$ cat src/cbc_pkg.sv
// Package for the cartridge bank controller: controller kinds, target codes,
// configuration register indexes and the fixed widths of the bus and banks.
// No dependencies.
`default_nettype none

package cbc_pkg;

	// controller kinds
	typedef enum logic [1:0] {
		KIND_NONE  = 2'd0,
		KIND_FIRST = 2'd1,
		KIND_THIRD = 2'd2,
		KIND_FIFTH = 2'd3
	} kind_t;

	// result targets
	typedef enum logic [1:0] {
		TGT_NONE = 2'd0,
		TGT_ROM  = 2'd1,
		TGT_RAM  = 2'd2,
		TGT_RTC  = 2'd3
	} target_t;

	// configuration register indexes
	localparam logic [1:0] CFG_KIND      = 2'd0;
	localparam logic [1:0] CFG_ROM_COUNT = 2'd1;
	localparam logic [1:0] CFG_RAM_COUNT = 2'd2;
	localparam logic [1:0] CFG_HAS_RAM   = 2'd3;

	// bus address regions, by address bits 15..13
	localparam logic [2:0] REG_RAM_EN    = 3'd0;
	localparam logic [2:0] REG_ROM_BANK  = 3'd1;
	localparam logic [2:0] REG_RAM_BANK  = 3'd2;
	localparam logic [2:0] REG_MODE      = 3'd3;
	localparam logic [2:0] REG_EXT_RAM   = 3'd5;

	localparam int ADDR_W      = 16;
	localparam int DATA_W      = 8;
	localparam int PHYS_W      = 23;
	localparam int CFG_W       = 10;
	localparam int ROM_BANK_W  = 9;
	localparam int ROM_OFF_W   = 14;
	localparam int RAM_OFF_W   = 13;
	localparam int RAM_BANK_W  = 4;
	localparam int RTC_REGS    = 5;
	localparam int RTC_IDX_W   = 3;

	localparam logic [DATA_W-1:0] UNMAPPED_READ = 8'hff;
	localparam logic [DATA_W-1:0] FIRST_MASK    = 8'h1f;
	localparam logic [DATA_W-1:0] THIRD_MASK    = 8'h7f;
	localparam logic [DATA_W-1:0] RTC_SEL_LO    = 8'h08;
	localparam logic [DATA_W-1:0] RTC_SEL_HI    = 8'h0c;

endpackage

`default_nettype wire

$ cat src/cartridge_bank_controller.sv
// Cartridge bank controller top level: bank registers, address translation
// and the RTC register file. Depends on cbc_pkg.
`default_nettype none

// One bus access word enters and one result word leaves per cycle while
// out_ready stays high; a word passes through the input register, then the
// result register, and the bank registers change when a write word passes
// from the first to the second. in_ready drops only while both registers
// are full and out_ready is low. Configuration is written through cfg_we /
// cfg_index / cfg_data and must only change while no word is in flight.
module cartridge_bank_controller (
	input  wire logic                          clk,
	input  wire logic                          arst_n,
	input  wire logic                          in_valid,
	output logic                               in_ready,
	input  wire logic                          mode,
	input  wire logic [cbc_pkg::ADDR_W-1:0]    bus_address,
	input  wire logic [cbc_pkg::DATA_W-1:0]    write_byte,
	output logic                               out_valid,
	input  wire logic                          out_ready,
	output logic [1:0]                         target,
	output logic [cbc_pkg::PHYS_W-1:0]         physical_address,
	output logic [cbc_pkg::DATA_W-1:0]         read_value,
	output logic                               value_from_block,
	input  wire logic                          cfg_we,
	input  wire logic [1:0]                    cfg_index,
	input  wire logic [cbc_pkg::CFG_W-1:0]     cfg_data
);

	// configuration registers
	cbc_pkg::kind_t                  kind_q;
	logic [9:0]                      rom_count_q;
	logic [4:0]                      ram_count_q;
	logic                            has_ram_q;

	// bank state
	logic [cbc_pkg::ROM_BANK_W-1:0]  rom_low_q;
	logic [1:0]                      rom_upper_q;
	logic                            bank_mode_q;
	logic [1:0]                      ram_first_q;
	logic [cbc_pkg::DATA_W-1:0]      rtc_sel_q;
	logic [cbc_pkg::RAM_BANK_W-1:0]  ram_fifth_q;
	logic [cbc_pkg::DATA_W-1:0]      rtc_q [cbc_pkg::RTC_REGS];

	// input register
	logic                            valid_s1;
	logic                            mode_s1;
	logic [cbc_pkg::ADDR_W-1:0]      addr_s1;
	logic [cbc_pkg::DATA_W-1:0]      byte_s1;

	// result register
	logic                            valid_q;
	cbc_pkg::target_t                target_q;
	logic [cbc_pkg::PHYS_W-1:0]      phys_q;
	logic [cbc_pkg::DATA_W-1:0]      value_q;
	logic                            fb_q;

	logic                            out_free;
	logic                            advance;

	// combinational result and next state
	cbc_pkg::target_t                res_target;
	logic [cbc_pkg::PHYS_W-1:0]      res_phys;
	logic [cbc_pkg::DATA_W-1:0]      res_value;
	logic                            res_fb;
	logic [cbc_pkg::ROM_BANK_W-1:0]  nxt_rom_low;
	logic [1:0]                      nxt_rom_upper;
	logic                            nxt_bank_mode;
	logic [1:0]                      nxt_ram_first;
	logic [cbc_pkg::DATA_W-1:0]      nxt_rtc_sel;
	logic [cbc_pkg::RAM_BANK_W-1:0]  nxt_ram_fifth;
	logic                            rtc_we;

	logic [9:0]                      rom_count_m1;
	logic [4:0]                      ram_count_m1;
	logic [cbc_pkg::RTC_IDX_W-1:0]   rtc_idx;
	logic                            rtc_sel_ok;

	assign out_free = !valid_q || out_ready;
	assign advance  = valid_s1 && out_free;
	assign in_ready = !valid_s1 || out_free;

	assign rom_count_m1 = rom_count_q - 10'd1;
	assign ram_count_m1 = ram_count_q - 5'd1;
	assign rtc_idx      = rtc_sel_q[cbc_pkg::RTC_IDX_W-1:0];
	assign rtc_sel_ok   = (rtc_sel_q >= cbc_pkg::RTC_SEL_LO) && (rtc_sel_q <= cbc_pkg::RTC_SEL_HI);

	// decode of one bus access
	always_comb begin
		logic [cbc_pkg::DATA_W-1:0]      bank_byte;
		logic [cbc_pkg::ROM_BANK_W-1:0]  rom_bank;
		logic [cbc_pkg::RAM_BANK_W-1:0]  ram_bank;

		res_target    = cbc_pkg::TGT_NONE;
		res_phys      = '0;
		res_value     = '0;
		res_fb        = 1'b0;
		nxt_rom_low   = rom_low_q;
		nxt_rom_upper = rom_upper_q;
		nxt_bank_mode = bank_mode_q;
		nxt_ram_first = ram_first_q;
		nxt_rtc_sel   = rtc_sel_q;
		nxt_ram_fifth = ram_fifth_q;
		rtc_we        = 1'b0;
		bank_byte     = (byte_s1 == '0) ? 8'd1 : byte_s1;
		rom_bank      = rom_low_q;
		ram_bank      = '0;

		if (!addr_s1[15]) begin
			if (mode_s1) begin
				// bank register writes
				case (addr_s1[15:13])
					cbc_pkg::REG_ROM_BANK: begin
						case (kind_q)
							cbc_pkg::KIND_FIFTH: begin
								if (!addr_s1[12])
									nxt_rom_low = {rom_low_q[8], byte_s1};
								else
									nxt_rom_low = {byte_s1[0], rom_low_q[7:0]};
							end
							cbc_pkg::KIND_FIRST:
								nxt_rom_low = {1'b0, bank_byte & cbc_pkg::FIRST_MASK};
							cbc_pkg::KIND_THIRD:
								nxt_rom_low = {1'b0, bank_byte & cbc_pkg::THIRD_MASK};
							default:
								nxt_rom_low = {1'b0, bank_byte};
						endcase
					end
					cbc_pkg::REG_RAM_BANK: begin
						case (kind_q)
							cbc_pkg::KIND_FIRST: begin
								if (!bank_mode_q)
									nxt_rom_upper = byte_s1[1:0];
								else if (ram_count_q == 5'd1)
									nxt_ram_first = {1'b0, byte_s1[0]};
								else
									nxt_ram_first = byte_s1[1:0];
							end
							cbc_pkg::KIND_THIRD:
								nxt_rtc_sel = byte_s1;
							cbc_pkg::KIND_FIFTH:
								nxt_ram_fifth = byte_s1[3:0] & ram_count_m1[3:0];
							default: ;
						endcase
					end
					cbc_pkg::REG_MODE: begin
						if (kind_q == cbc_pkg::KIND_FIRST)
							nxt_bank_mode = byte_s1[0];
					end
					default: ;
				endcase
			end else if (!addr_s1[14]) begin
				// fixed ROM bank
				res_target = cbc_pkg::TGT_ROM;
				res_phys   = {{(cbc_pkg::PHYS_W-cbc_pkg::ADDR_W){1'b0}}, addr_s1};
			end else begin
				// switchable ROM bank
				if (kind_q == cbc_pkg::KIND_FIRST && !bank_mode_q)
					rom_bank = rom_low_q | {2'b00, rom_upper_q, 5'b00000};
				rom_bank   = rom_bank & rom_count_m1[cbc_pkg::ROM_BANK_W-1:0];
				res_target = cbc_pkg::TGT_ROM;
				res_phys   = {rom_bank, addr_s1[cbc_pkg::ROM_OFF_W-1:0]};
			end
		end else if (addr_s1[15:13] == cbc_pkg::REG_EXT_RAM) begin
			// external RAM or RTC window
			if (kind_q == cbc_pkg::KIND_FIRST || kind_q == cbc_pkg::KIND_FIFTH) begin
				if (!has_ram_q) begin
					res_fb    = !mode_s1;
					res_value = mode_s1 ? 8'h00 : cbc_pkg::UNMAPPED_READ;
				end else begin
					if (kind_q == cbc_pkg::KIND_FIRST)
						ram_bank = bank_mode_q ? {2'b00, ram_first_q} : '0;
					else
						ram_bank = ram_fifth_q;
					res_target = cbc_pkg::TGT_RAM;
					res_phys   = {6'd0, ram_bank, addr_s1[cbc_pkg::RAM_OFF_W-1:0]};
				end
			end else if (kind_q == cbc_pkg::KIND_THIRD && rtc_sel_q[7:2] == '0) begin
				res_target = cbc_pkg::TGT_RAM;
				res_phys   = {8'd0, rtc_sel_q[1:0], addr_s1[cbc_pkg::RAM_OFF_W-1:0]};
			end else if (kind_q == cbc_pkg::KIND_THIRD && rtc_sel_ok) begin
				res_target = cbc_pkg::TGT_RTC;
				res_phys   = {{(cbc_pkg::PHYS_W-cbc_pkg::RTC_IDX_W){1'b0}}, rtc_idx};
				if (mode_s1) begin
					rtc_we = 1'b1;
				end else begin
					res_value = rtc_q[rtc_idx];
					res_fb    = 1'b1;
				end
			end else begin
				res_fb = !mode_s1;
			end
		end
	end

	// configuration registers
	always_ff @(posedge clk or negedge arst_n) begin
		if (!arst_n) begin
			kind_q      <= cbc_pkg::KIND_NONE;
			rom_count_q <= 10'd2;
			ram_count_q <= 5'd1;
			has_ram_q   <= 1'b0;
		end else if (cfg_we) begin
			case (cfg_index)
				cbc_pkg::CFG_KIND:      kind_q      <= cbc_pkg::kind_t'(cfg_data[1:0]);
				cbc_pkg::CFG_ROM_COUNT: rom_count_q <= cfg_data;
				cbc_pkg::CFG_RAM_COUNT: ram_count_q <= cfg_data[4:0];
				cbc_pkg::CFG_HAS_RAM:   has_ram_q   <= cfg_data[0];
				default: ;
			endcase
		end
	end

	// bank state, updated as a word moves into the result register
	always_ff @(posedge clk or negedge arst_n) begin
		if (!arst_n) begin
			rom_low_q   <= '0;
			rom_upper_q <= '0;
			bank_mode_q <= 1'b0;
			ram_first_q <= '0;
			rtc_sel_q   <= '0;
			ram_fifth_q <= '0;
			for (int i = 0; i < cbc_pkg::RTC_REGS; i++)
				rtc_q[i] <= '0;
		end else if (advance) begin
			rom_low_q   <= nxt_rom_low;
			rom_upper_q <= nxt_rom_upper;
			bank_mode_q <= nxt_bank_mode;
			ram_first_q <= nxt_ram_first;
			rtc_sel_q   <= nxt_rtc_sel;
			ram_fifth_q <= nxt_ram_fifth;
			if (rtc_we)
				rtc_q[rtc_idx] <= byte_s1;
		end
	end

	// input register control
	always_ff @(posedge clk or negedge arst_n) begin
		if (!arst_n)
			valid_s1 <= 1'b0;
		else if (in_ready)
			valid_s1 <= in_valid;
	end

	// input register payload
	always_ff @(posedge clk) begin
		if (in_valid && in_ready) begin
			mode_s1 <= mode;
			addr_s1 <= bus_address;
			byte_s1 <= write_byte;
		end
	end

	// result register control
	always_ff @(posedge clk or negedge arst_n) begin
		if (!arst_n)
			valid_q <= 1'b0;
		else if (out_free)
			valid_q <= valid_s1;
	end

	// result register payload
	always_ff @(posedge clk) begin
		if (advance) begin
			target_q <= res_target;
			phys_q   <= res_phys;
			value_q  <= res_value;
			fb_q     <= res_fb;
		end
	end

	assign out_valid        = valid_q;
	assign target           = target_q;
	assign physical_address = phys_q;
	assign read_value       = value_q;
	assign value_from_block = fb_q;

endmodule

`default_nettype wire

$ cat config.mk
export PLATFORM = sky130hd
export DESIGN_NAME = cartridge_bank_controller
export DESIGN_NICKNAME = d
export VERILOG_FILES = /design/src/cbc_pkg.sv /design/src/cartridge_bank_controller.sv
export SDC_FILE = /design/constraint.sdc
export NUM_CORES = 1
export LEC_CHECK = 0
export ABC_AREA = 0
export BUFFER_PORTS_ARGS = -buffer_cell sky130_fd_sc_hd__clkbuf_2
export CELL_PAD_IN_SITES_DETAIL_PLACEMENT = 1
export CELL_PAD_IN_SITES_GLOBAL_PLACEMENT = 2
export CORE_ASPECT_RATIO = 1.4
export CORE_MARGIN = 1
export CORE_UTILIZATION = 44
export DETAILED_ROUTE_END_ITERATION = 6
export GPL_ROUTABILITY_DRIVEN = 0
export PLACE_DENSITY_LB_ADDON = 0.1
export SLEW_MARGIN = 20
export SYNTH_ARGS = -nofsm -noshare
export SYNTH_HDL_FRONTEND = slang
export SYNTH_SLANG_ARGS = --single-unit
$ cat constraint.sdc
create_clock -name clk -period 4.2 [get_ports clk]
set_input_delay 0.84 -clock clk [delete_from_list [all_inputs] [get_ports clk]]
set_output_delay 0.84 -clock clk [all_outputs]
set_load 0.05 [all_outputs]
==> results of run 1 <==
-- power groups by stage --
stage	registers [uW]	clock network, uW	logic [uW]
3_5_place_dp	1750	0	472
3_3_place_gp	1740	0	459
6_report	1720	1430	473
4_1_cts	1720	1460	475
5_1_grt	1740	1510	514
2_1_floorplan	1780	0	259
-- how the worst min path moves through the flow --
stage	from	end	cells after the start	slack [ns]
global placement	rtc_q[22]	rtc_q[22]	1	0.48
finish	arst_n	rtc_q[9]	1	0.48
detailed placement	rtc_q[14]	rtc_q[14]	1	0.49
floorplan	rom_low_q[8]	rom_low_q[8]	1	0.46
CTS	rtc_q[14]	rtc_q[14]	1	0.51
global route	rtc_q[31]	rtc_q[31]	1	0.52
-- state kept, by name, summed over array words and instances, names as in the netlist --
signal	cells
addr_s1	16
bank_mode_q	1
byte_s1	8
has_ram_q	1
kind_q	2
mode_s1	1
out_valid	1
physical_address	23
ram_count_q	5
ram_fifth_q	4
ram_first_q	2
read_value	8
rom_count_q	9
rom_low_q	9
rom_upper_q	2
rtc_q	40
rtc_sel_q	8
target	2
valid_s1	1
value_from_block	1
-- per-stage QoR --
stage,hold slack (ns),instances,power (uW),utilization [%]
3_3_place_gp,0.485,695,2200,49.1
4_1_cts,0.509,727,3650,53.2
3_5_place_dp,0.494,695,2220,49.1
2_1_floorplan,0.458,445,2040,-
5_1_grt,0.519,728,3770,53.4
6_report,0.482,728,3620,53.4
-- worst max-delay path, delay by kind of cell, from the launching register on --
family,cells,cell delay [ns]
and+or+nand+nor,3,1.86
muxes,1,0.40
DFF,1,0.38
-- logic make-up after synthesis --
logic type	count (synthesis)	synth area share, %
buf+inv	27	2.03
mux	82	15.7
compound gates	49	5.47
flops	144	62.7
fa+ha+maj	3	0.603
simple gates	131	12.3
xor+xnor	9	1.27
-- area by class of cell --
type                            instances  area (um2)
Clock buffer                           21         493
Clock inverter                         11        76.3
Fill cell                            1433        6450
Inverter                               10        37.5
Multi-Input combinational cell        274        2200
Sequential cell                       144        3900
Tap cell                              185         231
Timing Repair Buffer                   83         455
-- metal layers --
metal	global-route usage (%)	part of all wire, %
met4	6.77	1.7
met2	41.2	57
met3	4.94	1.7
met1	25.3	39
met5	0	0
-- layout by cell type (no fill, tap or decap), types with 14 or more instances in the layout --
cell	n
nand3_1	15
mux2_4	16
nor2_1	14
edfxtp_1	59
o21ai_0	15
clkbuf_16	19
nand2_1	25
clkbuf_2	75
mux2_2	59
dfrtp_1	83
==> impl_metrics.tcl, run 1 <==
set metrics [dict create \
    grt_pass1_wl_um 23600 \
    crit_chain "nor4_1, nand4_2, or3_1, mux2_4" \
    yosys_warnings 0 \
    row_count 51 \
    die_y_um 143 \
    drt_iter0_drc 138 \
    numCtsBuffers 17 \
    finalCritPeriodShare_pct 65.6 \
    synth_cells 445 \
    finClkSkew_ns 0.00817 \
    worst_slew_pin_slew_ns 0.746 \
    rsz0062_at_grt "false" \
    grt_max_degree 56 \
    seq_power_share_pct 47.5 \
    root_buffer "clkbuf_16" \
    hold_buffers 0 \
    slew_headroom_pct 49.8 \
    maxCapViolations 0 \
    swShare_pct 27.7 \
    drc 0 \
    startpoint "rtc_sel_q[7]" \
    drive_above_1_share_pct 37.0 \
    clk_pin_slew_ns 0.06 \
    power.density_nw_per_um2 490 \
    combinationalPowerShare_pct 13.1 \
    critPathArrivalTime_ns 3.05 \
    post_cts_resized 0 \
    p_int_uw 2620 \
    cts_tree "done" \
    hold_viol 0 \
    ff2ff_setup_slack_ns 1.44 \
    drv_slew 0 \
    cts_setup_buffers 0 \
    core-area_um2 13800 \
    synthFlopType "dfrtp_1" \
    synth_top_area_cell "dfrtp_1" \
    worstSetupPathType "flip-flop to flip-flop" \
    firstDrtPassIters 4 \
    synthArstFlopShare_pct 59.0 \
    crit_path_top_delay_cell "or3_1" \
    p_clk_share_pct 39.4 \
    dieArea_um2 14600 \
    nNetsFinal 575 \
    start_util_pct 44.9 \
    start_kind "flip-flop" \
    syn_nets 490 \
    vias_per_cell 5.31 \
    antenna_found_initial 0 \
    cts_sinks 144 \
    clock_latency_ns 0.41 \
    hp-class "input pin to async pin" \
    fmax_ghz 0.363 \
    wire_per_inst_um 20.2 \
    chipWidth_um 103 \
    finalWorstSetupSlack_ns 1.44 \
    grt_usage_pct 22.4 \
    portBuffers 76 \
    status "complete, no violations" \
    crit_required_ns 4.49 \
    htreeDepth 4 \
    syn2layout_area_growth_pct 18.9 \
    dpl_cell_area_um2 6800 \
    vias 3868 \
    setup.worst_path.end "rtc_q[27]" \
    post-synth-top-area-fraction_pct 33.4 \
    wl_um 14700 \
    io_pins 78 \
    synth.avg_cell_area_um2 14.0 \
    antenna_cells 0 \
    reg2regPathDepth 4 \
    synth-edff-count 59 \
    setup_viol 0 \
    crit_fanout 8 \
    final.min_clock_period_ns 2.76 \
    drtAntennaViolNets 0 \
    synth_seq_area_share_pct 62.7 \
    synth_cell_types 55 \
    power_switching_uw 1000 \
    synth.ff_latch_count 144 \
    netlist_area_um2 6220 \
    cp-end-kind "flip-flop" \
    r2r_end "rtc_q[27]" \
    dp_worst_setup_slack_ns 1.19 \
    grt_overflow 0 \
    setup_tns_ns 0 \
    worst_path_largest_cell_delay_ns 0.75 \
    power_leakage_uw 0.00325 \
    synth_common_cells "dfrtp_1, edfxtp_1, mux2_2" \
    clockBufferDepth 2 \
    final_area_um2 7400 \
    synth_most_common_cell "dfrtp_1" \
    dp_hpwl_um 10200 \
    ys_top_cells_by_area "dfrtp_1, edfxtp_1, mux2_2" \
    grt_pass1_vias 4207 \
    reg2reg_from "rtc_sel_q[7]" \
    ir_worst_vdd_uv 221 \
]
(Power assumes the default switching activity.)
==> inputs of run 2 (changes only) <==
--- a/config.mk
+++ b/config.mk
@@ -11,7 +11,7 @@
 export CELL_PAD_IN_SITES_GLOBAL_PLACEMENT = 2
 export CORE_ASPECT_RATIO = 1.4
 export CORE_MARGIN = 1
-export CORE_UTILIZATION = 44
+export CORE_UTILIZATION = 37
 export DETAILED_ROUTE_END_ITERATION = 6
 export GPL_ROUTABILITY_DRIVEN = 0
 export PLACE_DENSITY_LB_ADDON = 0.1
==> constraint.sdc (replaced) <==
create_clock -name clk -period 2.4 [get_ports clk]
set_input_delay 0.48 -clock clk [delete_from_list [all_inputs] [get_ports clk]]
set_output_delay 0.48 -clock clk [all_outputs]
set_load 0.05 [all_outputs]
==> run 2 against run 1 <==
Power up 73%. Core utilization is 7.0 points lower. Critical path depth grew 2. Routed wire length grew 5.6%. Fmax increased by 24%. Highest routed layer unchanged. Register-to-register slack worse by 1.3 ns. Setup slack got worse by 1.3 ns. The flow now finishes with violations (design-rule violations). Sequential share of layout area down 1.2 points. Clock skew about the same. Die area rose by 19%.
==> impl_metrics.tcl, run 2 (synthesis results as in run 1) <==
set metrics [dict create \
    status "finished with violations" \
    violations "design-rule violations" \
    vias_per_cell 5.24 \
    worst_slew_pin_slew_ns 0.664 \
    power.density_nw_per_um2 828 \
    root_buffer "clkbuf_16" \
    seq_power_share_pct 47.6 \
    fillCellCount 1688 \
    die_y_um 155 \
    portBuffers 76 \
    layout_common_cells "dfrtp_1, clkbuf_2, mux2_2, edfxtp_1, buf_4" \
    top_register "rtc_q" \
    cp-end-kind "flip-flop" \
    dp_hpwl_um 11300 \
    setup_tns_ns 0 \
    grt_pass1_vias 4482 \
    maxCapViolations 0 \
    antenna_found_initial 0 \
    power_leakage_uw 0.00334 \
    grt_usage_pct 19.6 \
    power_switching_uw 1790 \
    grt_max_degree 45 \
    htreeDepth 4 \
    clk_pin_slew_ns 0.06 \
    antenna_cells 0 \
    swShare_pct 28.6 \
    dp_worst_setup_slack_ns 0.0941 \
    crit_fanout 5 \
    firstDrtPassIters 7 \
    row_count 55 \
    chipWidth_um 112 \
    combinationalPowerShare_pct 14.6 \
    drtAntennaViolNets 0 \
    hp-class "input pin to async pin" \
    crit_path_top_delay_cell "or4b_1" \
    cts_sinks 144 \
    holdWs_ns 0.0764 \
    finClkSkew_ns 0.00828 \
    rsz0062_at_grt "false" \
    p_clk_share_pct 37.8 \
    worstSetupPathType "flip-flop to flip-flop" \
    syn2layout_area_growth_pct 21.6 \
    wire_per_inst_um 20.3 \
    io_pins 78 \
    layout_commonest_cell "dfrtp_1" \
    drv_slew 0 \
    clock_latency_ns 0.42 \
    start_kind "flip-flop" \
    largest_reg_flops 40 \
    cts_setup_buffers 0 \
    grt_pass1_wl_um 24900 \
    numCtsBuffers 17 \
    ir_worst_vdd_uv 356 \
    nNetsFinal 597 \
    final_util_pct 46.4 \
    wl_um 15500 \
    final.min_clock_period_ns 2.22 \
    start_util_pct 38.2 \
    vias 4000 \
    slew_headroom_pct 55.7 \
    drc 4 \
    post_cts_resized 0 \
    drt_iter0_drc 114 \
    fmax_ghz 0.451 \
    setup_viol 0 \
    worst_path_largest_cell_delay_ns 0.65 \
    dieArea_um2 17400 \
    crit_required_ns 2.70 \
    grt_overflow 0 \
    drive_above_1_share_pct 39.8 \
    crit_chain "nor2b_1, or4b_1, buf_4, nor3_4, buf_4, mux2_2" \
    clockBufferDepth 2 \
    core-area_um2 16300 \
    hold_buffers 0 \
    p_int_uw 4480 \
    cts_tree "done" \
    crit_top_cell "buf_4" \
    hold_viol 0 \
    finalWorstSetupSlack_ns 0.184 \
    critPathArrivalTime_ns 2.52 \
    finalCritPeriodShare_pct 92.3 \
]
-- run 2: cell types whose count changed in the layout (fill, tap and decap cells not counted), sizes merged --
cell / change
buf: +22
clkbuf: -2
clkinv: +1
clkinvlp: +2
inv: -1
-- run 2: through the flow --
stage          total power (uW)  instance area, um2  cells
2_1_floorplan              3570                6230    445
3_3_place_gp               3940                7040    732
3_5_place_dp               3970                7040    732
4_1_cts                    6350                7570    764
5_1_grt                    6530                7570    764
6_report                   6270                7570    764
-- run 2: worst paths after layout --
kind	startpoint	slack, ns	to	cells past startpoint
worst min-delay path	arst_n	0.08	rtc_q[35]	1
worst max-delay path	out_valid	0.18	rtc_q[13]	6
min in group clk	bus_address[12]	0.23	addr_s1[12]	1
max in group asynchronous	arst_n	1.76	ram_first_q[0]	2
worst min register to register	rom_low_q[4]	0.50	rom_low_q[4]	1
worst max register to register	out_valid	0.18	rtc_q[13]	6
-- run 2: area by class of cell --
| cell class | count | area (um2) | share of cell area (%) |
|---|---|---|---|
| well taps | 199 | 249 | 3.29 |
| multi-input cells | 274 | 2200 | 29.1 |
| flip-flops and latches | 144 | 3900 | 51.6 |
| clock buffers | 19 | 433 | 5.72 |
| inverters | 10 | 37.5 | 0.496 |
| clock inverters | 13 | 93.8 | 1.24 |
| repair buffers | 105 | 651 | 8.60 |
-- run 2: power groups by stage --
stage / combinational [uW] / clock (uW) / sequential [uW]
after global routing: 1010 / 2510 / 3010
after detailed placement: 933 / 0 / 3030
final: 918 / 2370 / 2980
after global placement: 912 / 0 / 3020
after CTS: 938 / 2420 / 2990
after floorplan: 453 / 0 / 3120
-- run 2: layer usage --
layer | part of all wire, % | global-route usage (%)
met1 | 38 | 20.6
met2 | 57 | 37.8
met3 | 2.5 | 4.25
met4 | 2.1 | 7.59
met5 | 0 | 0
-- run 2: worst max-delay path, delay by kind of cell, from the launching register on --
family	cells	cell delay (ns)
simple gates	3	0.97
flops	1	0.40
buf+inv	2	0.39
mux	1	0.34
